File: src/rtl/xrg_pkg.sv
// Package for the xoshiro128 ranged generator.
// Transaction types, operation codes, seed reset values and sizes.
// No dependencies.
package xrg_pkg;

	localparam int unsigned DATA_W     = 32;
	localparam int unsigned SEED_COUNT = 4;
	localparam int unsigned ADDR_W     = 4;
	localparam int unsigned EXTRA_W    = 8;
	localparam int unsigned DIV_STEPS  = DATA_W;
	localparam int unsigned DIV_CNT_W  = $clog2(DIV_STEPS);

	localparam logic [EXTRA_W-1:0] MAX_EXTRA = 8'd255;
	localparam logic [DATA_W-1:0]  SEED0_RST = 32'd1;
	localparam logic [DATA_W-1:0]  SEEDN_RST = 32'd0;

	typedef enum logic [1:0] {
		OP_STARSTAR = 2'd0,
		OP_PLUS     = 2'd1,
		OP_RANGED   = 2'd2,
		OP_NONE     = 2'd3
	} op_t;

	typedef struct packed {
		logic [1:0]        operation;
		logic [DATA_W-1:0] range_min;
		logic [DATA_W-1:0] range_max;
	} req_t;

	typedef struct packed {
		logic [DATA_W-1:0]  value;
		logic [EXTRA_W-1:0] extra_draws;
	} rsp_t;

	// controller -> datapath
	typedef struct packed {
		logic load_req;     // latch request, compute range
		logic div_start;    // start divider
		logic div_sel_quot; // 1: draw word / scale, 0: all ones / range
		logic load_limit;   // capture scale and range*scale
		logic draw;         // advance state, capture output word
		logic count_extra;  // rejected draw
		logic out_load;     // load response register
	} cmd_t;

	// datapath -> controller
	typedef struct packed {
		op_t  op;
		logic range_zero;
		logic div_done;
		logic reject;
	} sts_t;

endpackage

File: src/rtl/xrg_div.sv
// Iterative restoring divider, one quotient bit per cycle.
// Depends on xrg_pkg.
module xrg_div (
	input  logic                      clk,
	input  logic                      arst_n,
	input  logic                      start,
	input  logic [xrg_pkg::DATA_W-1:0] num,
	input  logic [xrg_pkg::DATA_W-1:0] den,
	output logic                      done,
	output logic [xrg_pkg::DATA_W-1:0] quot
);

	logic                          busy_q;
	logic [xrg_pkg::DIV_CNT_W-1:0] cnt_q;
	logic [xrg_pkg::DATA_W-1:0]    rem_q;
	logic [xrg_pkg::DATA_W-1:0]    quo_q;
	logic [xrg_pkg::DATA_W-1:0]    den_q;
	logic [xrg_pkg::DATA_W:0]      shifted;
	logic [xrg_pkg::DATA_W:0]      diff;
	logic                          ge;

	localparam logic [xrg_pkg::DIV_CNT_W-1:0] LAST =
		xrg_pkg::DIV_CNT_W'(xrg_pkg::DIV_STEPS - 1);

	always_comb begin
		shifted = {rem_q, quo_q[xrg_pkg::DATA_W-1]};
		ge      = shifted >= {1'b0, den_q};
		diff    = shifted - {1'b0, den_q};
	end

	always_ff @(posedge clk or negedge arst_n) begin
		if (!arst_n) begin
			busy_q <= 1'b0;
			cnt_q  <= '0;
		end else if (start) begin
			busy_q <= 1'b1;
			cnt_q  <= '0;
		end else if (busy_q) begin
			cnt_q <= cnt_q + 1'b1;
			if (cnt_q == LAST) begin
				busy_q <= 1'b0;
			end
		end
	end

	always_ff @(posedge clk) begin
		if (start) begin
			rem_q <= '0;
			quo_q <= num;
			den_q <= den;
		end else if (busy_q) begin
			rem_q <= ge ? diff[xrg_pkg::DATA_W-1:0] : shifted[xrg_pkg::DATA_W-1:0];
			quo_q <= {quo_q[xrg_pkg::DATA_W-2:0], ge};
		end
	end

	// last step completes at this edge
	assign done = busy_q && (cnt_q == LAST);
	assign quot = quo_q;

endmodule

File: src/rtl/xrg_datapath.sv
// Datapath: seed registers, generator state, output words, range math.
// Depends on xrg_pkg and xrg_div.
module xrg_datapath (
	input  logic                       clk,
	input  logic                       arst_n,
	input  logic                       psel,
	input  logic                       penable,
	input  logic                       pwrite,
	input  logic [xrg_pkg::ADDR_W-1:0] paddr,
	input  logic [xrg_pkg::DATA_W-1:0] pwdata,
	output logic [xrg_pkg::DATA_W-1:0] prdata,
	input  xrg_pkg::req_t              req,
	input  xrg_pkg::cmd_t              cmd,
	output xrg_pkg::sts_t              sts,
	output xrg_pkg::rsp_t              rsp
);

	logic [xrg_pkg::DATA_W-1:0] seed_q [xrg_pkg::SEED_COUNT];
	logic [xrg_pkg::DATA_W-1:0] st_q   [xrg_pkg::SEED_COUNT];
	logic [xrg_pkg::DATA_W-1:0] st_nxt [xrg_pkg::SEED_COUNT];

	xrg_pkg::op_t               op_q;
	logic [xrg_pkg::DATA_W-1:0] lo_q;
	logic [xrg_pkg::DATA_W-1:0] range_q;
	logic [xrg_pkg::DATA_W-1:0] scale_q;
	logic [xrg_pkg::DATA_W-1:0] limit_q;
	logic [xrg_pkg::DATA_W-1:0] w_q;
	logic [xrg_pkg::EXTRA_W-1:0] extra_q;
	xrg_pkg::rsp_t              rsp_q;

	logic                         cfg_wr;
	logic [1:0]                   cfg_idx;
	logic [xrg_pkg::DATA_W-1:0]   mul5;
	logic [xrg_pkg::DATA_W-1:0]   rot;
	logic [xrg_pkg::DATA_W-1:0]   ss_word;
	logic [xrg_pkg::DATA_W-1:0]   plus_word;
	logic [xrg_pkg::DATA_W-1:0]   t9;
	logic [2*xrg_pkg::DATA_W-1:0] prod;
	logic [xrg_pkg::DATA_W-1:0]   div_num;
	logic [xrg_pkg::DATA_W-1:0]   div_den;
	logic [xrg_pkg::DATA_W-1:0]   div_quot;
	logic                         div_done;
	logic [xrg_pkg::DATA_W-1:0]   result;

	assign cfg_wr  = psel && penable && pwrite;
	assign cfg_idx = paddr[3:2];
	assign prdata  = seed_q[cfg_idx];

	// star-star: rotl(s1*5, 7)*9 as shift-adds; plus: s0+s3
	always_comb begin
		mul5      = st_q[1] + {st_q[1][xrg_pkg::DATA_W-3:0], 2'b00};
		rot       = {mul5[xrg_pkg::DATA_W-8:0], mul5[xrg_pkg::DATA_W-1:xrg_pkg::DATA_W-7]};
		ss_word   = rot + {rot[xrg_pkg::DATA_W-4:0], 3'b000};
		plus_word = st_q[0] + st_q[3];
	end

	// one xoshiro128 step
	always_comb begin
		t9        = {st_q[1][xrg_pkg::DATA_W-10:0], 9'd0};
		st_nxt[2] = st_q[2] ^ st_q[0];
		st_nxt[3] = st_q[3] ^ st_q[1];
		st_nxt[1] = st_q[1] ^ st_nxt[2];
		st_nxt[0] = st_q[0] ^ st_nxt[3];
		st_nxt[2] = st_nxt[2] ^ t9;
		st_nxt[3] = {st_nxt[3][xrg_pkg::DATA_W-12:0], st_nxt[3][xrg_pkg::DATA_W-1:xrg_pkg::DATA_W-11]};
	end

	always_ff @(posedge clk or negedge arst_n) begin
		if (!arst_n) begin
			for (int i = 0; i < xrg_pkg::SEED_COUNT; i++) begin
				seed_q[i] <= (i == 0) ? xrg_pkg::SEED0_RST : xrg_pkg::SEEDN_RST;
				st_q[i]   <= (i == 0) ? xrg_pkg::SEED0_RST : xrg_pkg::SEEDN_RST;
			end
		end else if (cfg_wr) begin
			// any seed write reloads the whole state
			for (int i = 0; i < xrg_pkg::SEED_COUNT; i++) begin
				if (cfg_idx == 2'(i)) begin
					seed_q[i] <= pwdata;
					st_q[i]   <= pwdata;
				end else begin
					st_q[i] <= seed_q[i];
				end
			end
		end else if (cmd.draw) begin
			for (int i = 0; i < xrg_pkg::SEED_COUNT; i++) begin
				st_q[i] <= st_nxt[i];
			end
		end
	end

	assign div_num = cmd.div_sel_quot ? ss_word : '1;
	assign div_den = cmd.div_sel_quot ? scale_q : range_q;

	xrg_div u_div (
		.clk    (clk),
		.arst_n (arst_n),
		.start  (cmd.div_start),
		.num    (div_num),
		.den    (div_den),
		.done   (div_done),
		.quot   (div_quot)
	);

	assign prod = {{xrg_pkg::DATA_W{1'b0}}, range_q} * {{xrg_pkg::DATA_W{1'b0}}, div_quot};

	always_ff @(posedge clk) begin
		if (cmd.load_req) begin
			op_q    <= xrg_pkg::op_t'(req.operation);
			lo_q    <= req.range_min;
			range_q <= req.range_max - req.range_min + 1'b1;
		end
		if (cmd.load_limit) begin
			scale_q <= div_quot;
			limit_q <= prod[xrg_pkg::DATA_W-1:0];
		end
		if (cmd.draw) begin
			w_q <= (op_q == xrg_pkg::OP_PLUS) ? plus_word : ss_word;
		end
		if (cmd.out_load) begin
			rsp_q.value       <= result;
			rsp_q.extra_draws <= extra_q;
		end
	end

	always_ff @(posedge clk or negedge arst_n) begin
		if (!arst_n) begin
			extra_q <= '0;
		end else if (cmd.load_req) begin
			extra_q <= '0;
		end else if (cmd.count_extra && (extra_q != xrg_pkg::MAX_EXTRA)) begin
			extra_q <= extra_q + 1'b1;
		end
	end

	always_comb begin
		unique case (op_q)
			xrg_pkg::OP_STARSTAR,
			xrg_pkg::OP_PLUS:   result = w_q;
			xrg_pkg::OP_RANGED: result = ((range_q == '0) ? w_q : div_quot) + lo_q;
			default:            result = '0;
		endcase
	end

	assign sts.op         = op_q;
	assign sts.range_zero = (range_q == '0);
	assign sts.div_done   = div_done;
	assign sts.reject     = (ss_word >= limit_q);
	assign rsp            = rsp_q;

endmodule

File: src/rtl/xrg_ctrl.sv
// Controller state machine and response handshake.
// Depends on xrg_pkg.
module xrg_ctrl (
	input  logic          clk,
	input  logic          arst_n,
	input  logic          req_valid,
	output logic          req_ready,
	output logic          rsp_valid,
	input  logic          rsp_ready,
	input  xrg_pkg::sts_t sts,
	output xrg_pkg::cmd_t cmd
);

	typedef enum logic [5:0] {
		ST_IDLE     = 6'b000001,
		ST_DISPATCH = 6'b000010,
		ST_SCALE    = 6'b000100,
		ST_LIMIT    = 6'b001000,
		ST_DRAW     = 6'b010000,
		ST_QUOT     = 6'b100000
	} state_t;

	state_t state_q;
	state_t state_d;
	logic   rsp_valid_q;
	logic   done_q;
	logic   done_d;
	logic   slot_free;

	assign slot_free = !rsp_valid_q || rsp_ready;

	always_comb begin
		state_d = state_q;
		done_d  = done_q;
		cmd     = '0;
		// result waiting for the output register
		if (done_q && slot_free) begin
			cmd.out_load = 1'b1;
			done_d       = 1'b0;
		end
		unique case (state_q)
			ST_IDLE: begin
				if (req_valid && !done_q) begin
					cmd.load_req = 1'b1;
					state_d      = ST_DISPATCH;
				end
			end
			ST_DISPATCH: begin
				if ((sts.op == xrg_pkg::OP_RANGED) && !sts.range_zero) begin
					cmd.div_start = 1'b1;
					state_d       = ST_SCALE;
				end else begin
					cmd.draw = (sts.op != xrg_pkg::OP_NONE);
					done_d   = 1'b1;
					state_d  = ST_IDLE;
				end
			end
			ST_SCALE: begin
				if (sts.div_done) begin
					state_d = ST_LIMIT;
				end
			end
			ST_LIMIT: begin
				cmd.load_limit = 1'b1;
				state_d        = ST_DRAW;
			end
			ST_DRAW: begin
				cmd.draw = 1'b1;
				if (sts.reject) begin
					cmd.count_extra = 1'b1;
				end else begin
					cmd.div_start    = 1'b1;
					cmd.div_sel_quot = 1'b1;
					state_d          = ST_QUOT;
				end
			end
			ST_QUOT: begin
				if (sts.div_done) begin
					done_d  = 1'b1;
					state_d = ST_IDLE;
				end
			end
			default: state_d = ST_IDLE;
		endcase
	end

	always_ff @(posedge clk or negedge arst_n) begin
		if (!arst_n) begin
			state_q     <= ST_IDLE;
			done_q      <= 1'b0;
			rsp_valid_q <= 1'b0;
		end else begin
			state_q <= state_d;
			done_q  <= done_d;
			if (cmd.out_load) begin
				rsp_valid_q <= 1'b1;
			end else if (rsp_ready) begin
				rsp_valid_q <= 1'b0;
			end
		end
	end

	assign req_ready = (state_q == ST_IDLE) && !done_q;
	assign rsp_valid = rsp_valid_q;

endmodule

File: src/rtl/xoshiro128_ranged_generator.sv
// Operations 0, 1, 3 and full-span ranged requests need no divider pass; any other
// ranged request also draws once more per rejected word, and two passes of the shared
// bit-serial divider dominate its time.
// Throughput: one request at a time; the next request is taken once the result has
// moved to the response register. Reset (arst_n low, asynchronous) sets the seeds to
// 1, 0, 0, 0, loads the state from them and empties the response register.
// Top level of the xoshiro128 ranged generator: controller, datapath, APB seed port.
// Depends on xrg_pkg, xrg_ctrl, xrg_datapath (and xrg_div below it).
module xoshiro128_ranged_generator (
	input  logic                       clk,
	input  logic                       arst_n,
	// APB seed registers; pready is tied high
	input  logic                       psel,
	input  logic                       penable,
	input  logic                       pwrite,
	input  logic [xrg_pkg::ADDR_W-1:0] paddr,
	input  logic [xrg_pkg::DATA_W-1:0] pwdata,
	output logic [xrg_pkg::DATA_W-1:0] prdata,
	output logic                       pready,
	// request transactions
	input  logic                       req_valid,
	output logic                       req_ready,
	input  xrg_pkg::req_t              req,
	// response transactions
	output logic                       rsp_valid,
	input  logic                       rsp_ready,
	output xrg_pkg::rsp_t              rsp
);

	xrg_pkg::cmd_t cmd;
	xrg_pkg::sts_t sts;

	assign pready = 1'b1;

	// Sequencer: dispatch on operation; ranged path with a nonzero span is
	// scale = ~0 / range, limit = range * scale, draw until word < limit,
	// then word / scale + min.
	xrg_ctrl u_ctrl (
		.clk       (clk),
		.arst_n    (arst_n),
		.req_valid (req_valid),
		.req_ready (req_ready),
		.rsp_valid (rsp_valid),
		.rsp_ready (rsp_ready),
		.sts       (sts),
		.cmd       (cmd)
	);

	// State, seeds, output mixers, divider, multiplier, response register.
	xrg_datapath u_dp (
		.clk     (clk),
		.arst_n  (arst_n),
		.psel    (psel),
		.penable (penable),
		.pwrite  (pwrite),
		.paddr   (paddr),
		.pwdata  (pwdata),
		.prdata  (prdata),
		.req     (req),
		.cmd     (cmd),
		.sts     (sts),
		.rsp     (rsp)
	);

endmodule

File: config.mk
export PLATFORM = sky130hd
export DESIGN_NAME = xoshiro128_ranged_generator
export DESIGN_NICKNAME = d
export VERILOG_FILES = /design/src/rtl/xrg_pkg.sv /design/src/rtl/xrg_div.sv /design/src/rtl/xrg_datapath.sv /design/src/rtl/xrg_ctrl.sv /design/src/rtl/xoshiro128_ranged_generator.sv
export SDC_FILE = /design/constraint.sdc
export NUM_CORES = 2
export LEC_CHECK = 0
export BUFFER_PORTS_ARGS = -buffer_cell sky130_fd_sc_hd__buf_4
export CORE_MARGIN = 5
export CORE_UTILIZATION = 30
export CTS_BUF_LIST = sky130_fd_sc_hd__clkbuf_8
export CTS_CLUSTER_SIZE = 20
export DETAILED_ROUTE_END_ITERATION = 10
export GPL_TIMING_DRIVEN = 0
export SYNTH_ARGS = -nofsm -noshare
export SYNTH_HDL_FRONTEND = slang
export SYNTH_SLANG_ARGS = --single-unit
File: constraint.sdc
create_clock -name clk -period 16.2 [get_ports clk]
set_input_delay 2.43 -clock clk [delete_from_list [all_inputs] [get_ports clk]]
set_output_delay 2.43 -clock clk [all_outputs]
set_load 0.01 [all_outputs]
Yosys cells after proc, flatten, opt, wreduce, memory -nomap -nowiden
Index checks and enable logic that the tools add are counted.
{"block": "word_totals", "regBits": 576, "inputBits": 109, "out_inout_bits": 75, "wordCells": 131}
{"block": "op_classes", "add_sub_neg": 9, "multipliers": 1, "magnitude_cmp": 3, "eq_ne": 18, "mux": 48, "n_bitwise": 6, "reduce_logical": 21}
{"cell": "$mux W32", "count": 13}
{"cell": "$mux W128", "count": 2}
{"cell": "$xor A32 B32 Y32", "count": 5}
{"cell": "$add A32 B32 Y32", "count": 4}
{"cell": "$bmux W32 S2", "count": 1}
{"cell": "$pmux W32 S2", "count": 1}
{"cell": "$sub A32 B32 Y32", "count": 2}
{"cell": "$pmux W6 S6", "count": 1}
{"cell": "$ge A33 B32 Y1", "count": 1}
{"cell": "$add A32 B1 Y32 const B", "count": 1}
{"cell": "$ge A32 B32 Y1", "count": 1}
{"cell": "$logic_not A32 Y1", "count": 1}
{"cell": "$mul A32 B32 Y32", "count": 1}
{"cell": "$mux W6", "count": 4}
{"cell": "$mux W1", "count": 17}
{"cell": "$mux W8", "count": 2}
{"cell": "$mux W5", "count": 2}
{"cell": "$add A8 B1 Y8 const B", "count": 1}
{"cell": "$logic_and A1 B1 Y1", "count": 8}
{"cell": "$ne A8 B8 Y1 const B", "count": 1}
{"cell": "$reduce_bool A2 Y1", "count": 4}
{"cell": "$eq A2 B2 Y1 const B", "count": 3}
{"cell": "$eq A6 B1 Y1 const B", "count": 1}
{"cell": "$eq A6 B2 Y1 const B", "count": 1}
{"cell": "19 further kinds", "count": 28}

Longest topological paths before layout
{"block": "depth", "word_depth": 8, "depth_mapped": 39, "depth_no_buf": 37}

Hierarchy
A second synthesis with hierarchy kept.
{"block": "unflattened", "cells_unflattened": 5304, "hier_area_um2": 51992.4}
{"mod": "xrg_datapath", "instances": 1, "cells_each": 4638, "area_per_inst_um2": 45456.1, "seq_area_each_um2": 12674.7}
{"mod": "xrg_div", "instances": 1, "cells_each": 606, "area_per_inst_um2": 6012.0, "seq_area_each_um2": 2712.6}
{"mod": "xrg_ctrl", "instances": 1, "cells_each": 58, "area_per_inst_um2": 513.0, "seq_area_each_um2": 201.4}
{"mod": "xoshiro128_ranged_generator", "instances": 1, "cells_each": 2, "area_per_inst_um2": 11.3, "seq_area_each_um2": 0.0}

Least setup slack after synthesis
Ideal clock, no wire load.
{"block": "synth_timing", "path_kind": "input to register", "startpoint": "in req_valid", "endpoint": "reg u_dp.extra_q[0] (netlist bit)", "setup_ns": 0.127, "arrival_time_ns": 7.914, "required_time_ns": 16.073, "path_slack_ns": 8.160, "stages": 4, "path_buffers": 0, "path_cell_list": "nand2_1 -> nor3_1 -> nor2_1 -> mux2_2"}
{"element": "start, declared", "line_no": "xoshiro128_ranged_generator.sv:21", "rtl": "input logic req_valid,"}
{"element": "end signal, assigned", "line_no": "xrg_datapath.sv:131", "rtl": "extra_q <= extra_q + 1'b1;"}
{"element": "end, declared", "line_no": "xrg_datapath.sv:28", "rtl": "logic [xrg_pkg::EXTRA_W-1:0] extra_q;"}

Worst setup path after layout
{"block": "layout_timing", "startpoint": "reg u_dp.st_q[64] (netlist bit)", "endpoint": "reg u_dp.u_div.quo_q, in the netlist u_dp.u_div.quot[14] (data pin)"}
{"block": "layout_via", "elab_chain_len": 7, "elab_cells_between_ends": 8, "classes_between": "2 x add/sub; 1 x order compare; 5 x mux"}
{"element": "start, declared", "line_no": "xrg_datapath.sv:19", "rtl": "logic [xrg_pkg::DATA_W-1:0] st_q [xrg_pkg::SEED_COUNT];"}
{"element": "start signal, assigned by index", "line_no": "xrg_datapath.sv:72", "rtl": "st_q[i] <= (i == 0) ? xrg_pkg::SEED0_RST : xrg_pkg::SEEDN_RST;"}
{"element": "start signal, assigned by index", "line_no": "xrg_datapath.sv:79", "rtl": "st_q[i] <= pwdata;"}
{"element": "start signal, assigned by index", "line_no": "xrg_datapath.sv:81", "rtl": "st_q[i] <= seed_q[i];"}
{"element": "$add A32 B32 Y32 (*)", "line_no": "xrg_datapath.sv:51", "rtl": "mul5 = st_q[1] + {st_q[1][xrg_pkg::DATA_W-3:0], 2'b00};"}
{"element": "$add A32 B32 Y32 (*)", "line_no": "xrg_datapath.sv:53", "rtl": "ss_word = rot + {rot[xrg_pkg::DATA_W-4:0], 3'b000};"}
{"element": "$ge A32 B32 Y1", "line_no": "xrg_datapath.sv:147", "rtl": "assign sts.reject = (ss_word >= limit_q);"}
{"element": "$mux W2", "line_no": "xrg_ctrl.sv:69", "rtl": "if (sts.reject) begin"}
{"element": "$mux W1", "line_no": "xrg_ctrl.sv:41", "rtl": "unique case (state_q)"}
{"element": "$mux W32", "line_no": "xrg_datapath.sv:91", "rtl": "assign div_num = cmd.div_sel_quot ? ss_word : '1;"}
{"element": "$mux W32 (*)", "line_no": "xrg_div.sv:47", "rtl": "if (start) begin"}
{"element": "end signal, assigned", "line_no": "xrg_div.sv:49", "rtl": "quo_q <= num;"}
{"element": "end signal, assigned", "line_no": "xrg_div.sv:53", "rtl": "quo_q <= {quo_q[xrg_pkg::DATA_W-2:0], ge};"}
{"element": "end, declared", "line_no": "xrg_div.sv:16", "rtl": "logic [xrg_pkg::DATA_W-1:0] quo_q;"}
Every way passes the cells marked *; elsewhere a longest branch is shown, timed or not.
A chain may end at the register's enable or synchronous reset.

==> results.md <==
* Reg2reg path depth at 38
* Die height at 424.6 um
* Syn. warnings at 0
* Crit. End Element: flip-flop
* Most frequent cells in the layout: nand2_1 (772), inv_1 (715), nor2_1 (471)
* Clock Pin Slew Worst Setup and Hold Paths at 0.07 ns
* Starting DRC count in detailed routing at 3651
* Most common cell after layout, fill and taps aside: nand2_1
* Area of the die at 180300 um2
* Proportion of layout cells with a drive suffix above 1 at 0.08243
* Initial Utilization at 0.3009
* Final core occ at 0.3401
* Crit Path Category: reg2reg
* Post-synth EDFFs at 266
* Synth async-reset ratio at 0.4826
* Final Max Tran Viols at 0
* Vias post-DR at 42250
* Clock latency on the worst-skew pair at 0.82 ns
* # rows at 152
* Synthesized area at 51560 um2
* Top_reg_cell synth: dfrtp_1
* Worst flop-to-flop path startpoint: u_dp.st_q[64]
* Setup Skew at 0.05536 ns
* Root Driver: clkbuf_8
* DRT Pass-1 Iters at 6
* Hold Crit Start: u_dp.u_div.quot[15]
* HPWL after DPL at 146400 um
* Slowest library cell on the worst path: xnor2_1
* Final GP Congestion at 0.9530
* DRC viols at 0
* CTS Buffer Depth at 3
* Nets at 6773
* DRT antenna net count at 0
* Post-Synthesis Cells at 5584
* H-tree Lvls at 3
* Largest area contributor in the netlist: fa_1
* Initial antenna violation count at 10
* Vias per cell at 5.098
* Layout area overhead at 13.02%
* CP peak stage delay at 0.66 ns
* Highest clock rate at 97.25 MHz
* Critical Path RT at 16.73 ns
* Synth Register Bits at 576
* CP arrival at 10.81 ns
* Crit path max fanout at 10
* WL final at 185800 um
* Sequential-to-total area share from yosys stat at 0.3023
* Sink Count at 576
* Largest net degree at the start of global routing at 80
* Final hold viol count at 0
* Worst hold path endpoint: u_dp.scale_q[15]
* Die Span X at 424.6 um
* Max-cap violations at 0
* CTS Hold Buffers Added at 0
* Crit start category: flip-flop
* Io pins at 184
* Setup Viol. Count Final at 0
* Global route total overflow at 0
* Internal reg-to-reg setup slack at 5.92 ns
* Period utilization at 0.6348
* Placeable Area at 171400 um2
* Setup TNS at 0 ns
* Hold Path Class: reg2reg
* Share of the synthesized area in the top cell type at 0.1607
* Netlist cell types at 82
* TritonCTS clock tree: yes
* Cts repair resizes at 0
* Worst-Margin Slew at 1.295 ns
* Top cells by area, synth: fa_1 (16%), edfxtp_1 (15%), dfrtp_1 (13%)
* GRT Overall Usage at 0.2024
* FF-to-FF End: u_dp.u_div.quot[14]
* Tmin final at 10.28 ns
* Mean routed wirelength per cell at 22.42 um
* Vias in the first global route at 42970
* Port bufs at 180
* Setup bufs post-CTS at 0
* CTS Buf Count at 102
* Relative slew slack at 0.1289
* Worst Hold Path Cells at 0
* Syn Area/Cell at 9.234 um2
* Post-Syn Nets at 6476
* Top cell by count, worst path: a21o_1
* Unrepaired setup endpoints after global routing: false
* Status: completed
* First-pass GRT wire length at 274900 um
-- final cells by class --
type	count	area (um2)
clock inverter	73	550.5
multi-input combinational	4054	32400
timing repair buffer	193	1604
inverter	694	2605
clock buffer	119	1638
tap	2310	2890
antenna	7	17.52
sequential	576	15590
buffer	260	983.4
fill	17590	113100
-- synthesized netlist by cell type, types with 32 or more instances --
cell type and n:
and2_1 182, o211ai_1 41, nand2_1 772, fa_1 414
nor2_1 471, mux2i_1 49, dfxtp_1 32, mux2_2 68
mux4_2 32, and3_1 91, nand3_1 37, a211oi_1 47
o21ai_0 193, a31oi_1 77, clkbuf_1 239, nand2b_1 43
xor2_1 116, edfxtp_1 266, nor2b_1 35, dfrtp_1 275
inv_1 694, a21o_1 120, nor3_1 54, xnor2_1 314
ha_1 369, a21oi_1 262
-- worst max-delay path: cells and delay by family, from the launching register on --
family	cells	cell delay, ns
flip-flops	1	0.59
AO/OA/AOI/OAI	21	4.28
XOR/XNOR	2	1.10
AND/OR/NAND/NOR	6	0.83
adder cells (fa/ha/maj)	4	1.37
buffers and inverters	5	1.81
-- cells by family (layout without fill, tap and decap cells) --
logic type / Yosys count / after routing / synth area share
other cells: 1 / 8 / 0.00007273
simple gates: 1774 / 1774 / 0.1537
fa+ha+maj: 784 / 784 / 0.2505
mux: 149 / 149 / 0.03834
compound gates: 916 / 916 / 0.1125
flops: 576 / 576 / 0.3023
xor+xnor: 430 / 430 / 0.07304
buf+inv: 954 / 1339 / 0.06955
-- metrics by stage --
step	instance area, um2	setup WS, ns	hold slack (ns)	instances
4_1_cts	58260	6.200	0.4545	8279
6_report	58280	5.917	0.4600	8286
5_1_grt	58260	5.707	0.4651	8281
3_3_place_gp	55800	4.927	0.4370	8074
3_5_place_dp	56070	6.243	0.4365	8087
2_1_floorplan	51560	8.160	0.4244	5584
-- worst max path at each step --
stage,cells past startpoint,start,endpoint,slack [ns]
floorplan,4,req_valid,u_dp.extra_q[0],8.16
global placement,5,req_valid,u_dp.extra_q[0],4.93
detailed placement,38,u_dp.st_q[64],u_dp.u_div.quot[14],6.24
CTS,38,u_dp.st_q[64],u_dp.u_div.quot[14],6.20
global route,38,u_dp.st_q[64],u_dp.u_div.quot[14],5.71
finish,38,u_dp.st_q[64],u_dp.u_div.quot[14],5.92
-- state kept, by name, summed over array words and instances (netlist names), 32 cells and up --
register	count
u_dp.u_div.rem_q	32
u_dp.limit_q	32
u_dp.lo_q	32
u_dp.u_div.den_q	32
u_dp.st_q	128
u_dp.range_q	32
u_dp.rsp	40
u_dp.scale_q	32
u_dp.u_div.quot	32
u_dp.w_q	32
u_dp.seed_q	128
-- layer usage --
layer  vias to the layer above  global-route usage  part of all wire
li1                      19050                   -                 -
met1                     20840              0.2508              0.39
met2                      1847              0.3386              0.47
met3                       499             0.03424             0.073
met4                         8              0.1061             0.060
met5                         -                   0           0.00028
Power is not shown: default switching activity piles up to over one toggle a cycle in this logic, so the estimate is an artifact.
